[src/design/pia_pkg.sv]
// ----------------------------------------------------------------------------
// pia_pkg: shared codes for the positional insert/delete array
// Request codes, status codes and fixed field widths.
// ----------------------------------------------------------------------------
`default_nettype none

package pia_pkg;

    localparam int DataW      = 32;
    localparam int ReqW       = 3;
    localparam int PosW       = 5;
    localparam int StatusW    = 2;
    localparam int CountW     = 6;
    localparam int MaxResults = 32;

    localparam logic [ReqW-1:0] REQ_CLEAR  = 3'd0;
    localparam logic [ReqW-1:0] REQ_APPEND = 3'd1;
    localparam logic [ReqW-1:0] REQ_INSERT = 3'd2;
    localparam logic [ReqW-1:0] REQ_DELETE = 3'd3;
    localparam logic [ReqW-1:0] REQ_DUMP   = 3'd4;

    localparam logic [StatusW-1:0] ST_OK     = 2'd0;
    localparam logic [StatusW-1:0] ST_BADPOS = 2'd1;
    localparam logic [StatusW-1:0] ST_FULL   = 2'd2;
    localparam logic [StatusW-1:0] ST_EMPTY  = 2'd3;

endpackage

`default_nettype wire

[src/design/pia_ram.sv]
// ----------------------------------------------------------------------------
// pia_ram: generic single-write, single-read RAM
// One write port, one read port with registered read data.
// ----------------------------------------------------------------------------
`default_nettype none

module pia_ram #(
    parameter int WIDTH = 32,
    parameter int DEPTH = 32
) (
    input  wire logic                     clk,
    input  wire logic                     wr_en,
    input  wire logic [$clog2(DEPTH)-1:0] wr_addr,
    input  wire logic [WIDTH-1:0]         wr_data,
    input  wire logic                     rd_en,
    input  wire logic [$clog2(DEPTH)-1:0] rd_addr,
    output logic      [WIDTH-1:0]         rd_data
);

    logic [WIDTH-1:0] mem [DEPTH];

    always_ff @(posedge clk) begin
        if (wr_en) begin
            mem[wr_addr] <= wr_data;
        end
        if (rd_en) begin
            rd_data <= mem[rd_addr];
        end
    end

endmodule

`default_nettype wire

[src/design/positional_insert_delete_array.sv]
// ----------------------------------------------------------------------------
// positional_insert_delete_array: ordered array with positional edits
// Holds up to DEPTH signed words and a count. Serves clear, append, insert
// at position, delete at position and dump, one request at a time.
// ----------------------------------------------------------------------------
//
//  channel | direction | ports                                        | handshake
//  --------+-----------+----------------------------------------------+-----------
//  request | in        | s_req_type, s_position, s_value              | s_valid/s_ready
//  result  | out       | m_status, m_data, m_count, m_last            | m_valid/m_ready
//
//  Insert below the end moves the words from the position up by one, top first,
//  then writes the value; delete returns the removed word and moves the words
//  above it down; dump sends the words from index 0, at most 32 words. The single
//  read port of the element RAM moves one word per cycle unless a result stall
//  holds a dump. s_ready is high only in the idle state. A stalled result holds
//  the sequencer; a dump resumes with the word it was about to send.
//  aresetn (synchronous, active low) clears the count and the control state;
//  the element RAM is not cleared and only entries below the count are read.
// ----------------------------------------------------------------------------
`default_nettype none

module positional_insert_delete_array #(
    parameter int DEPTH = 32
) (
    input  wire logic                                aclk,
    input  wire logic                                aresetn,
    input  wire logic                                s_valid,
    output logic                                     s_ready,
    input  wire logic        [pia_pkg::ReqW-1:0]     s_req_type,
    input  wire logic        [pia_pkg::PosW-1:0]     s_position,
    input  wire logic signed [pia_pkg::DataW-1:0]    s_value,
    output logic                                     m_valid,
    input  wire logic                                m_ready,
    output logic             [pia_pkg::StatusW-1:0]  m_status,
    output logic signed      [pia_pkg::DataW-1:0]    m_data,
    output logic             [pia_pkg::CountW-1:0]   m_count,
    output logic                                     m_last
);

    localparam int AW   = $clog2(DEPTH);
    localparam int CW   = $clog2(DEPTH + 1);
    localparam int CMPW = CW + pia_pkg::PosW;

    typedef enum logic [3:0] {
        S_IDLE,
        S_EXEC,
        S_INS_RD,
        S_INS_WR,
        S_INS_PUT,
        S_DEL_FIRST,
        S_DEL_CAP,
        S_DEL_WR,
        S_DUMP_RD,
        S_DUMP_OUT,
        S_RESP
    } state_t;

    state_t                          state_reg, state_next;
    logic [CW-1:0]                   count_reg, count_next;
    logic [CW-1:0]                   idx_reg, idx_next;
    logic [CW-1:0]                   dump_end_reg, dump_end_next;
    logic [pia_pkg::ReqW-1:0]        req_reg, req_next;
    logic [pia_pkg::PosW-1:0]        pos_reg, pos_next;
    logic [pia_pkg::DataW-1:0]       val_reg, val_next;
    logic [pia_pkg::StatusW-1:0]     status_reg, status_next;
    logic [pia_pkg::DataW-1:0]       data_reg, data_next;

    logic                            m_valid_reg, m_valid_next;
    logic [pia_pkg::StatusW-1:0]     m_status_reg, m_status_next;
    logic [pia_pkg::DataW-1:0]       m_data_reg, m_data_next;
    logic [pia_pkg::CountW-1:0]      m_count_reg, m_count_next;
    logic                            m_last_reg, m_last_next;

    // element RAM ports
    logic                            wr_en;
    logic [AW-1:0]                   wr_addr;
    logic [pia_pkg::DataW-1:0]       wr_data;
    logic                            rd_en;
    logic [AW-1:0]                   rd_addr;
    logic [pia_pkg::DataW-1:0]       rd_data;

    logic [CW-1:0]                   idx_m1, idx_m2, idx_p1, idx_p2;
    logic [CMPW-1:0]                 pos_ext, cnt_ext;
    logic                            full;
    logic                            out_free;

    pia_ram #(
        .WIDTH (pia_pkg::DataW),
        .DEPTH (DEPTH)
    ) u_store (
        .clk     (aclk),
        .wr_en   (wr_en),
        .wr_addr (wr_addr),
        .wr_data (wr_data),
        .rd_en   (rd_en),
        .rd_addr (rd_addr),
        .rd_data (rd_data)
    );

    assign idx_m1   = idx_reg - CW'(1);
    assign idx_m2   = idx_reg - CW'(2);
    assign idx_p1   = idx_reg + CW'(1);
    assign idx_p2   = idx_reg + CW'(2);
    assign pos_ext  = CMPW'(pos_reg);
    assign cnt_ext  = CMPW'(count_reg);
    assign full     = (count_reg == CW'(DEPTH));
    // the result register can take a word this cycle
    assign out_free = !m_valid_reg || m_ready;

    always_comb begin
        state_next    = state_reg;
        count_next    = count_reg;
        idx_next      = idx_reg;
        dump_end_next = dump_end_reg;
        req_next      = req_reg;
        pos_next      = pos_reg;
        val_next      = val_reg;
        status_next   = status_reg;
        data_next     = data_reg;
        m_valid_next  = m_valid_reg && !m_ready;
        m_status_next = m_status_reg;
        m_data_next   = m_data_reg;
        m_count_next  = m_count_reg;
        m_last_next   = m_last_reg;
        wr_en         = 1'b0;
        wr_addr       = idx_reg[AW-1:0];
        wr_data       = rd_data;
        rd_en         = 1'b0;
        rd_addr       = idx_reg[AW-1:0];

        case (state_reg)
            S_IDLE: begin
                // latch the request word
                if (s_valid) begin
                    req_next   = s_req_type;
                    pos_next   = s_position;
                    val_next   = s_value;
                    state_next = S_EXEC;
                end
            end

            S_EXEC: begin
                status_next = pia_pkg::ST_OK;
                data_next   = '0;
                state_next  = S_RESP;
                case (req_reg)
                    pia_pkg::REQ_CLEAR: begin
                        count_next = '0;
                    end
                    pia_pkg::REQ_APPEND: begin
                        if (full) begin
                            status_next = pia_pkg::ST_FULL;
                        end else begin
                            wr_en      = 1'b1;
                            wr_addr    = count_reg[AW-1:0];
                            wr_data    = val_reg;
                            count_next = count_reg + CW'(1);
                        end
                    end
                    pia_pkg::REQ_INSERT: begin
                        if (pos_ext > cnt_ext) begin
                            status_next = pia_pkg::ST_BADPOS;
                        end else if (full) begin
                            status_next = pia_pkg::ST_FULL;
                        end else if (pos_ext == cnt_ext) begin
                            wr_en      = 1'b1;
                            wr_addr    = count_reg[AW-1:0];
                            wr_data    = val_reg;
                            count_next = count_reg + CW'(1);
                        end else begin
                            // open a gap: move words up from the top end
                            idx_next   = count_reg;
                            state_next = S_INS_RD;
                        end
                    end
                    pia_pkg::REQ_DELETE: begin
                        if (pos_ext >= cnt_ext) begin
                            status_next = pia_pkg::ST_BADPOS;
                        end else begin
                            idx_next   = CW'(pos_reg);
                            state_next = S_DEL_FIRST;
                        end
                    end
                    pia_pkg::REQ_DUMP: begin
                        if (count_reg == '0) begin
                            status_next = pia_pkg::ST_EMPTY;
                        end else begin
                            idx_next = '0;
                            // cap the dump at the result limit
                            if (cnt_ext > CMPW'(pia_pkg::MaxResults)) begin
                                dump_end_next = CW'(pia_pkg::MaxResults - 1);
                            end else begin
                                dump_end_next = count_reg - CW'(1);
                            end
                            state_next = S_DUMP_RD;
                        end
                    end
                    default: begin
                        // unknown code: report the count, change nothing
                    end
                endcase
            end

            S_INS_RD: begin
                rd_en      = 1'b1;
                rd_addr    = idx_m1[AW-1:0];
                state_next = S_INS_WR;
            end

            S_INS_WR: begin
                // write the word read last cycle one place up, fetch the next
                wr_en    = 1'b1;
                wr_addr  = idx_reg[AW-1:0];
                wr_data  = rd_data;
                idx_next = idx_m1;
                if (CMPW'(idx_m1) > pos_ext) begin
                    rd_en   = 1'b1;
                    rd_addr = idx_m2[AW-1:0];
                end else begin
                    state_next = S_INS_PUT;
                end
            end

            S_INS_PUT: begin
                wr_en      = 1'b1;
                wr_addr    = AW'(pos_reg);
                wr_data    = val_reg;
                count_next = count_reg + CW'(1);
                state_next = S_RESP;
            end

            S_DEL_FIRST: begin
                rd_en      = 1'b1;
                rd_addr    = idx_reg[AW-1:0];
                state_next = S_DEL_CAP;
            end

            S_DEL_CAP: begin
                // keep the removed word, then close the gap from below
                data_next = rd_data;
                if (idx_p1 < count_reg) begin
                    rd_en      = 1'b1;
                    rd_addr    = idx_p1[AW-1:0];
                    state_next = S_DEL_WR;
                end else begin
                    count_next = count_reg - CW'(1);
                    state_next = S_RESP;
                end
            end

            S_DEL_WR: begin
                wr_en    = 1'b1;
                wr_addr  = idx_reg[AW-1:0];
                wr_data  = rd_data;
                idx_next = idx_p1;
                if (idx_p2 < count_reg) begin
                    rd_en   = 1'b1;
                    rd_addr = idx_p2[AW-1:0];
                end else begin
                    count_next = count_reg - CW'(1);
                    state_next = S_RESP;
                end
            end

            S_DUMP_RD: begin
                rd_en      = 1'b1;
                rd_addr    = idx_reg[AW-1:0];
                state_next = S_DUMP_OUT;
            end

            S_DUMP_OUT: begin
                // read data holds while the result side stalls
                if (out_free) begin
                    m_valid_next  = 1'b1;
                    m_status_next = pia_pkg::ST_OK;
                    m_data_next   = rd_data;
                    m_count_next  = pia_pkg::CountW'(count_reg);
                    m_last_next   = (idx_reg == dump_end_reg);
                    if (idx_reg == dump_end_reg) begin
                        state_next = S_IDLE;
                    end else begin
                        idx_next = idx_p1;
                        rd_en    = 1'b1;
                        rd_addr  = idx_p1[AW-1:0];
                    end
                end
            end

            S_RESP: begin
                if (out_free) begin
                    m_valid_next  = 1'b1;
                    m_status_next = status_reg;
                    m_data_next   = data_reg;
                    m_count_next  = pia_pkg::CountW'(count_reg);
                    m_last_next   = 1'b1;
                    state_next    = S_IDLE;
                end
            end

            default: begin
                state_next = S_IDLE;
            end
        endcase
    end

    always_ff @(posedge aclk) begin
        if (!aresetn) begin
            state_reg   <= S_IDLE;
            count_reg   <= '0;
            m_valid_reg <= 1'b0;
        end else begin
            state_reg   <= state_next;
            count_reg   <= count_next;
            m_valid_reg <= m_valid_next;
        end
        idx_reg      <= idx_next;
        dump_end_reg <= dump_end_next;
        req_reg      <= req_next;
        pos_reg      <= pos_next;
        val_reg      <= val_next;
        status_reg   <= status_next;
        data_reg     <= data_next;
        m_status_reg <= m_status_next;
        m_data_reg   <= m_data_next;
        m_count_reg  <= m_count_next;
        m_last_reg   <= m_last_next;
    end

    assign s_ready  = (state_reg == S_IDLE);
    assign m_valid  = m_valid_reg;
    assign m_status = m_status_reg;
    assign m_data   = m_data_reg;
    assign m_count  = m_count_reg;
    assign m_last   = m_last_reg;

`ifndef SYNTHESIS
    a_count_range: assert property (@(posedge aclk) disable iff (!aresetn)
        count_reg <= CW'(DEPTH))
        else $error("element count above depth");

    a_one_at_a_time: assert property (@(posedge aclk) disable iff (!aresetn)
        (s_valid && s_ready) |=> !s_ready)
        else $error("request accepted while another is in work");

    a_multi_only_ok: assert property (@(posedge aclk) disable iff (!aresetn)
        (m_valid && !m_last) |-> (m_status == pia_pkg::ST_OK))
        else $error("non-final word with a failing status");

    a_insert_grows: assert property (@(posedge aclk) disable iff (!aresetn)
        (state_reg == S_INS_PUT) |=> (count_reg == $past(count_reg) + CW'(1)))
        else $error("insert did not grow the count");
`endif

endmodule

`default_nettype wire

[config.mk]
export PLATFORM = sky130hd
export DESIGN_NAME = positional_insert_delete_array
export DESIGN_NICKNAME = d
export VERILOG_FILES = /design/src/design/pia_pkg.sv /design/src/design/pia_ram.sv /design/src/design/positional_insert_delete_array.sv
export SDC_FILE = /design/constraint.sdc
export NUM_CORES = 1
export LEC_CHECK = 0
export ABC_AREA = 1
export BUFFER_PORTS_ARGS = -buffer_cell sky130_fd_sc_hd__buf_2
export CAP_MARGIN = 20
export CORE_MARGIN = 2
export CORE_UTILIZATION = 35
export CTS_BUF_LIST = sky130_fd_sc_hd__clkbuf_8 sky130_fd_sc_hd__clkbuf_16
export DETAILED_ROUTE_END_ITERATION = 8
export PLACE_DENSITY = 0.57
export SETUP_SLACK_MARGIN = 0.5
export SLEW_MARGIN = 20
export SYNTH_ARGS = -nofsm -noshare
export SYNTH_HDL_FRONTEND = slang
export SYNTH_SLANG_ARGS = --single-unit
[constraint.sdc]
create_clock -name aclk -period 4.7 [get_ports aclk]
set_input_delay 0.235 -clock aclk [delete_from_list [all_inputs] [get_ports aclk]]
set_output_delay 0.235 -clock aclk [all_outputs]
set_load 0.05 [all_outputs]
# After elaboration in Yosys (flattened, before gate mapping)
# Memory sizes are Yosys's and may differ from the RTL's. A register that Yosys moved wholly into a read port is not among the register bits.
# Cells that the tools add are included.
totals:
  ff_bits: 138
  ramBits: 1024
  inputBits: 44
  wordCells: 163
  n_memories: 1
classes:
  addsub: 6
  order_cmp: 6
  n_eq_ne: 34
  muxes: 80
  bitwise: 1
  reduce_logical: 21
mem_list:
  columns: ["memory", "depth", "word_bits", "rd", "rd_clocked_by_memory_dff", "write_ports", "line", "source"]
  rows:
  - ["u_store.mem", 32, 32, 1, 1, 1, "pia_ram.sv:20", "logic [WIDTH-1:0] mem [DEPTH];"]
ops:
  columns: ["operator", "count"]
  rows:
  - ["32-bit case mux with 2 select lines", 4]
  - ["32-bit 2-to-1 mux", 6]
  - ["6-bit 2-to-1 mux", 13]
  - ["6-bit case mux with 4 select lines", 2]
  - ["5-bit 2-to-1 mux", 9]
  - ["4-bit 2-to-1 mux", 11]
  - ["4-bit case mux with 11 select lines", 1]
  - ["6-bit case mux with 3 select lines", 2]
  - ["5-bit case mux with 5 select lines", 1]
  - ["3-bit != test (second input constant)", 7]
  - ["5-bit case mux with 2 select lines", 2]
  - ["4-bit by 3-bit == test with 1-bit output (second input constant)", 4]
  - ["1-bit 2-to-1 mux", 16]
  - ["2-bit != test (second input constant)", 8]
  - ["6-bit by 1-bit adder with 6-bit output (second input constant)", 2]
  - ["4-bit == test (second input constant)", 3]
  - ["6-bit less-than comparator", 2]
  - ["2-bit 2-to-1 mux", 6]
  - ["4-bit case mux with 3 select lines", 1]
  - ["6-bit by 1-bit subtractor with 6-bit output (second input constant)", 2]
  - ["9-bit AND reduction", 1]
  - ["4-bit by 2-bit == test with 1-bit output (second input constant)", 2]
  - ["2-bit case mux with 4 select lines", 1]
  - ["8-bit AND reduction", 1]
  - ["32 further kinds", 41]

# Longest topological paths before layout
depth:
  depth_word: 8
  ltp_mapped: 29
  ltp_nobuf: 26

# Cells and area by module
# From an unflattened synthesis, not the netlist that was laid out.
hier_totals:
  cells_unflattened: 4372
  hier_area_um2: 50155.6
modules_own_cells:
  columns: ["module", "n_inst", "cells_per_inst", "area_each_um2"]
  rows:
  - ["pia_ram", 1, 3536, 42726.0]
  - ["positional_insert_delete_array", 1, 836, 7429.6]

# Worst setup path before layout
# OpenSTA, ideal clock, no wires.
synth_path:
  path_type: "register to register"
  startpoint: "register count_reg[4]"
  endpoint: "memory u_store.mem[0][0], enable pin"
  setup_ps: 421
  t_arrival_ps: 3423
  setup_slack_ps: 856
  stages_incl_launch_ff: 19
  synth_period_minus_slack_ps: 3844
  path_cell_list: "dfxtp_1 -> inv_1 -> ha_1 -> nand2_1 -> inv_2 -> nand3_1 -> inv_2 -> nand3_1 -> inv_2 -> nand2_1 -> nand2_1 -> nand2_1 -> nand2_1 -> inv_2 -> nand2_1 -> o221ai_1 -> nor2_1 -> nand2_1 -> nor2_1"
synth_between:
  elab_chain_len: 8
  word_cells_on_any_way: 17
  cone_classes: "order compare (1); eq/ne (2); mux (14)"
synth_lines:
  columns: ["item", "line", "source"]
  rows:
  - ["start: declaration", "positional_insert_delete_array.sv:60", "logic [CW-1:0] count_reg, count_next;"]
  - ["start signal: assignment", "positional_insert_delete_array.sv:314", "count_reg <= count_next;"]
  - ["parallel branches: the longest is 8 deep, another holds 5-bit by 6-bit greater-than comparator with 1-bit output", null, null]
  - ["end: declaration", "pia_ram.sv:20", null]
# Several ways; the timed one is not identified.

# Final worst setup path
layout_path:
  startpoint: "register idx_reg[1]"
  endpoint: "register u_store.rd_data[9], read port of u_store.mem, data pin"
layout_between:
  elab_chain_len: 4
  word_cells_on_any_way: 20
  cone_classes: "add/sub (4); order compare (3); eq/ne (1); mux (12)"
layout_lines:
  columns: ["item", "line", "source"]
  rows:
  - ["start: declaration", "positional_insert_delete_array.sv:61", "logic [CW-1:0] idx_reg, idx_next;"]
  - ["start signal: assignment", "positional_insert_delete_array.sv:317", "idx_reg <= idx_next;"]
  - ["6-bit by 2-bit adder with 6-bit output, or another cell as far along", "positional_insert_delete_array.sv:104", "assign idx_p2 = idx_reg + CW'(2);"]
  - ["6-bit less-than comparator, or another cell as far along", "positional_insert_delete_array.sv:257", "if (idx_p2 < count_reg) begin"]
  - ["5-bit 2-to-1 mux, or another cell as far along", "positional_insert_delete_array.sv:257", null]
  - ["5-bit case mux with 5 select lines or 1-bit case mux with 5 select lines (tied branches)", "positional_insert_delete_array.sv:132", "case (state_reg)"]
  - ["end: declaration", "pia_ram.sv:17", "output logic [WIDTH-1:0] rd_data"]
# Parallel ways exist; a longest one is shown, timed or not.
# A chain may end at the register's enable or synchronous reset.

==> flow_summary.json <==
{
  "cts.clk_slew.worst_paths_ns": 0.06,
  "yosysMostFrequentCell": "nand2_1",
  "cts_tree": "built",
  "yosysSeqAreaShare_pct": 68.6,
  "finalCritPeriodShare_pct": 86.1,
  "async_flop_share_pct": 0,
  "max_stage_delay_ns": 0.43,
  "drv_cap": 0,
  "crit_arrival_ns": 4.53,
  "cp_slowest_cell": "edfxtp_1",
  "antenna_found_initial": 3,
  "die-area_mm2": 0.152,
  "setup_viol": 0,
  "cts_inserted_buffers": 131,
  "overflow": 0,
  "status": "completed",
  "grt_setup_unrepaired": "no",
  "cp_num_buf_inv": 6,
  "die_w_um": 390,
  "root_buffer": "clkbuf_16",
  "synth-main-ff-cell": "edfxtp_1",
  "grt_start_max_net_pins": 128,
  "criticalPathCategory": "reg2reg",
  "globalplace.congestion": 0.861,
  "yosysWarnings": 0,
  "first_global_vias": 34637,
  "hold_class": "in2reg",
  "fin_area_mm2": 0.0618,
  "ys_ff_latch": 1194,
  "worst_ir_drop_vdd_v": 0.000440,
  "vias_per_cell": 5.37,
  "cts_num_sinks": 1194,
  "largest_reg_flops": 1024,
  "power_density_mw_per_mm2": 783,
  "yosysTopAreaCell": "edfxtp_1",
  "period_minus_slack_ns": 4.05,
  "io_pins": 87,
  "yosys-top-cells-area": "edfxtp_1 (68%), nand2_1 (8.8%), nand3_1 (8.3%)",
  "rrSetupSlack_ns": 0.65,
  "path_delay_family": "simple AND/OR/NAND/NOR gates",
  "dr.pass1.iters": 7,
  "netlist_area_mm2": 0.0521,
  "via_count": 37492,
  "worstMarginPinSlew_ns": 0.987,
  "wl_um": 169000,
  "rr_worst_depth": 24,
  "drive_gt1_share_pct": 12.4,
  "h-tree-depth": 4,
  "synth-edff-count": 1183,
  "drtIter0Drc": 4841,
  "crit_fanout": 26,
  "port-buffer-count": 86,
  "synth_nets": 4828,
  "cp_num_cells": 24,
  "coreArea_mm2": 0.148,
  "p_leak_nw": 23.9,
  "crit_path_start_kind": "register",
  "fin_setup_tns_ns": 0,
  "maxSlewViolCount": 0,
  "synthCells": 4757,
  "synth_top_area_share_pct": 68.2,
  "synth.distinct_cells": 51,
  "hpwl_um": 87900,
  "skew_ns": 0.0175,
  "postRouteAntennaNets": 0,
  "track_usage_pct": 21.2,
  "whs_ns": 0.0520,
  "dieHeight_um": 390,
  "grt_pass1_wl_um": 238000,
  "ys_top_cells_by_count": "nand2_1 (1,223), edfxtp_1 (1,183), nand3_1 (862), inv_1 (414), buf_2 (193)",
  "power_mw": 48.4,
  "clk_latency_ns": 0.75,
  "area_growth_pct": 18.7,
  "cp.required_ns": 5.18,
  "critPathMostFrequentCell": "nand2_1",
  "initial_core_util_pct": 35.3,
  "fp-row-count": 141,
  "routedWlPerCell_um": 24.2,
  "path_cells": "buf_6 -> ha_1 -> nor2_1 -> a21oi_1 -> o21ai_0 -> inv_1 -> ha_1 -> nand2_1 -> nand2_1 -> a21oi_4 -> nand3_4 -> nand2_1 -> inv_1 -> nand3_4 -> nand2_8 -> buf_12 -> buf_12 -> buf_16 -> o21ai_0 -> nand2_1 -> nand3_1 -> nand3_1 -> nand3_1 -> nand2_1",
  "relSlewSlack_pct": 33.7,
  "finalNetCount": 5025,
  "cp-end-kind": "register",
  "drc": 0,
  "cts_buffer_depth": 3,
  "fmax_mhz": 247,
  "dpl-instance-area_mm2": 0.0562,
  "top_register": "u_store.mem",
  "hold_violations": 0,
  "avgSynthCellArea_um2": 10.9,
  "min_path_cells": 3
}
[cell usage in the layout, fill, tap and decap left out, drive strengths merged, types with 2 or more instances in the layout]
master,netlist,layout
a21oi,58,58
a221oi,2,2
a22oi,2,2
buf,228,308
bufbuf,0,3
bufinv,0,5
clkbuf,78,147
clkinv,0,51
dfxtp,11,11
dlygate4sd3,0,42
edfxtp,1183,1183
ha,27,27
inv,432,467
nand2,1229,1234
nand3,866,866
nand3b,84,84
nand4,134,134
nor2,157,157
nor3,7,7
o2111ai,2,2
o211ai,7,7
o21ai,214,214
o221ai,5,5
o22ai,3,3
or2,2,2
xnor2,4,4
xor2,10,10
[area by class of cell]
| class | count | area (um2) |
|---|---|---|
| Multi-Input combinational cell | 2830 | 14000 |
| Antenna cell | 1 | 2.50 |
| Inverter | 432 | 1630 |
| Timing Repair Buffer | 365 | 4100 |
| Tap cell | 1930 | 2410 |
| Clock buffer | 135 | 3380 |
| Fill cell | 13664 | 85800 |
| Sequential cell | 1194 | 35700 |
| Clock inverter | 92 | 597 |
[kinds of logic (layout without fill, tap and decap cells)]
group	after synthesis	count (layout)	share of synthesized area, %
other	0	1	0
xor gates and xnor gates	14	14	0.235
and+or+nand+nor	2481	2486	21.4
buffers and inverters	738	1024	5.94
DFF	1194	1194	68.6
adders and majority gates	27	27	0.649
AOI/OAI and AO/OA	303	303	3.13
[tightest hold or removal path: stages]
cell	delay (ns)
buf_2	0.11
inv_1	0.08
nor2_4	0.16
[power breakdown]
group | internal (mW) | switching, mW | leakage (nW)
Clock | 5.47 | 4.20 | 2.06
Sequential | 14.4 | 0.309 | 10.8
Combinational | 7.49 | 16.5 | 11.0
[what timing repair did]
action | CTS | global route
endpoints found under the setup margin | 32 | 39
endpoints found under the hold margin | 51 | 0
cloned | 7 | 14
buffers inserted | 6 | 31
pin swaps | 1 | 11
gates resized for setup | 13 | 41
hold buffers | 42 | 0
[path summary, 6_finish.rpt]
path	end	startpoint
max	u_store.rd_data[9]$_DFFE_PP_	idx_reg[1]$_DFFE_PP_
min	pos_reg[0]$_DFFE_PP_	s_valid
max reg2reg	u_store.rd_data[9]$_DFFE_PP_	idx_reg[1]$_DFFE_PP_
min reg2reg	state_reg[1]$_SDFFE_PN0P_	state_reg[1]$_SDFFE_PN0P_
[stage by stage]
| step | util [%] | setup WS (ns) | cells |
|---|---|---|---|
| after floorplan | - | 0.856 | 4757 |
| after global placement | 38.0 | 0.346 | 6647 |
| after detailed placement | 38.0 | 0.345 | 6650 |
| after CTS | 41.2 | 0.561 | 6932 |
| after global routing | 41.9 | 0.470 | 6978 |
| final | 41.9 | 0.651 | 6979 |
[metal layers]
layer | GRT usage [%] | routed length, um | share of wire [%]
met2 | 33.1 | 76300 | 45
met5 | 0 | 11 | 0.0065
met1 | 29.8 | 70800 | 42
met3 | 4.07 | 16100 | 9.6
met4 | 6.89 | 5400 | 3.2
Power figures use the tool's default switching activity.
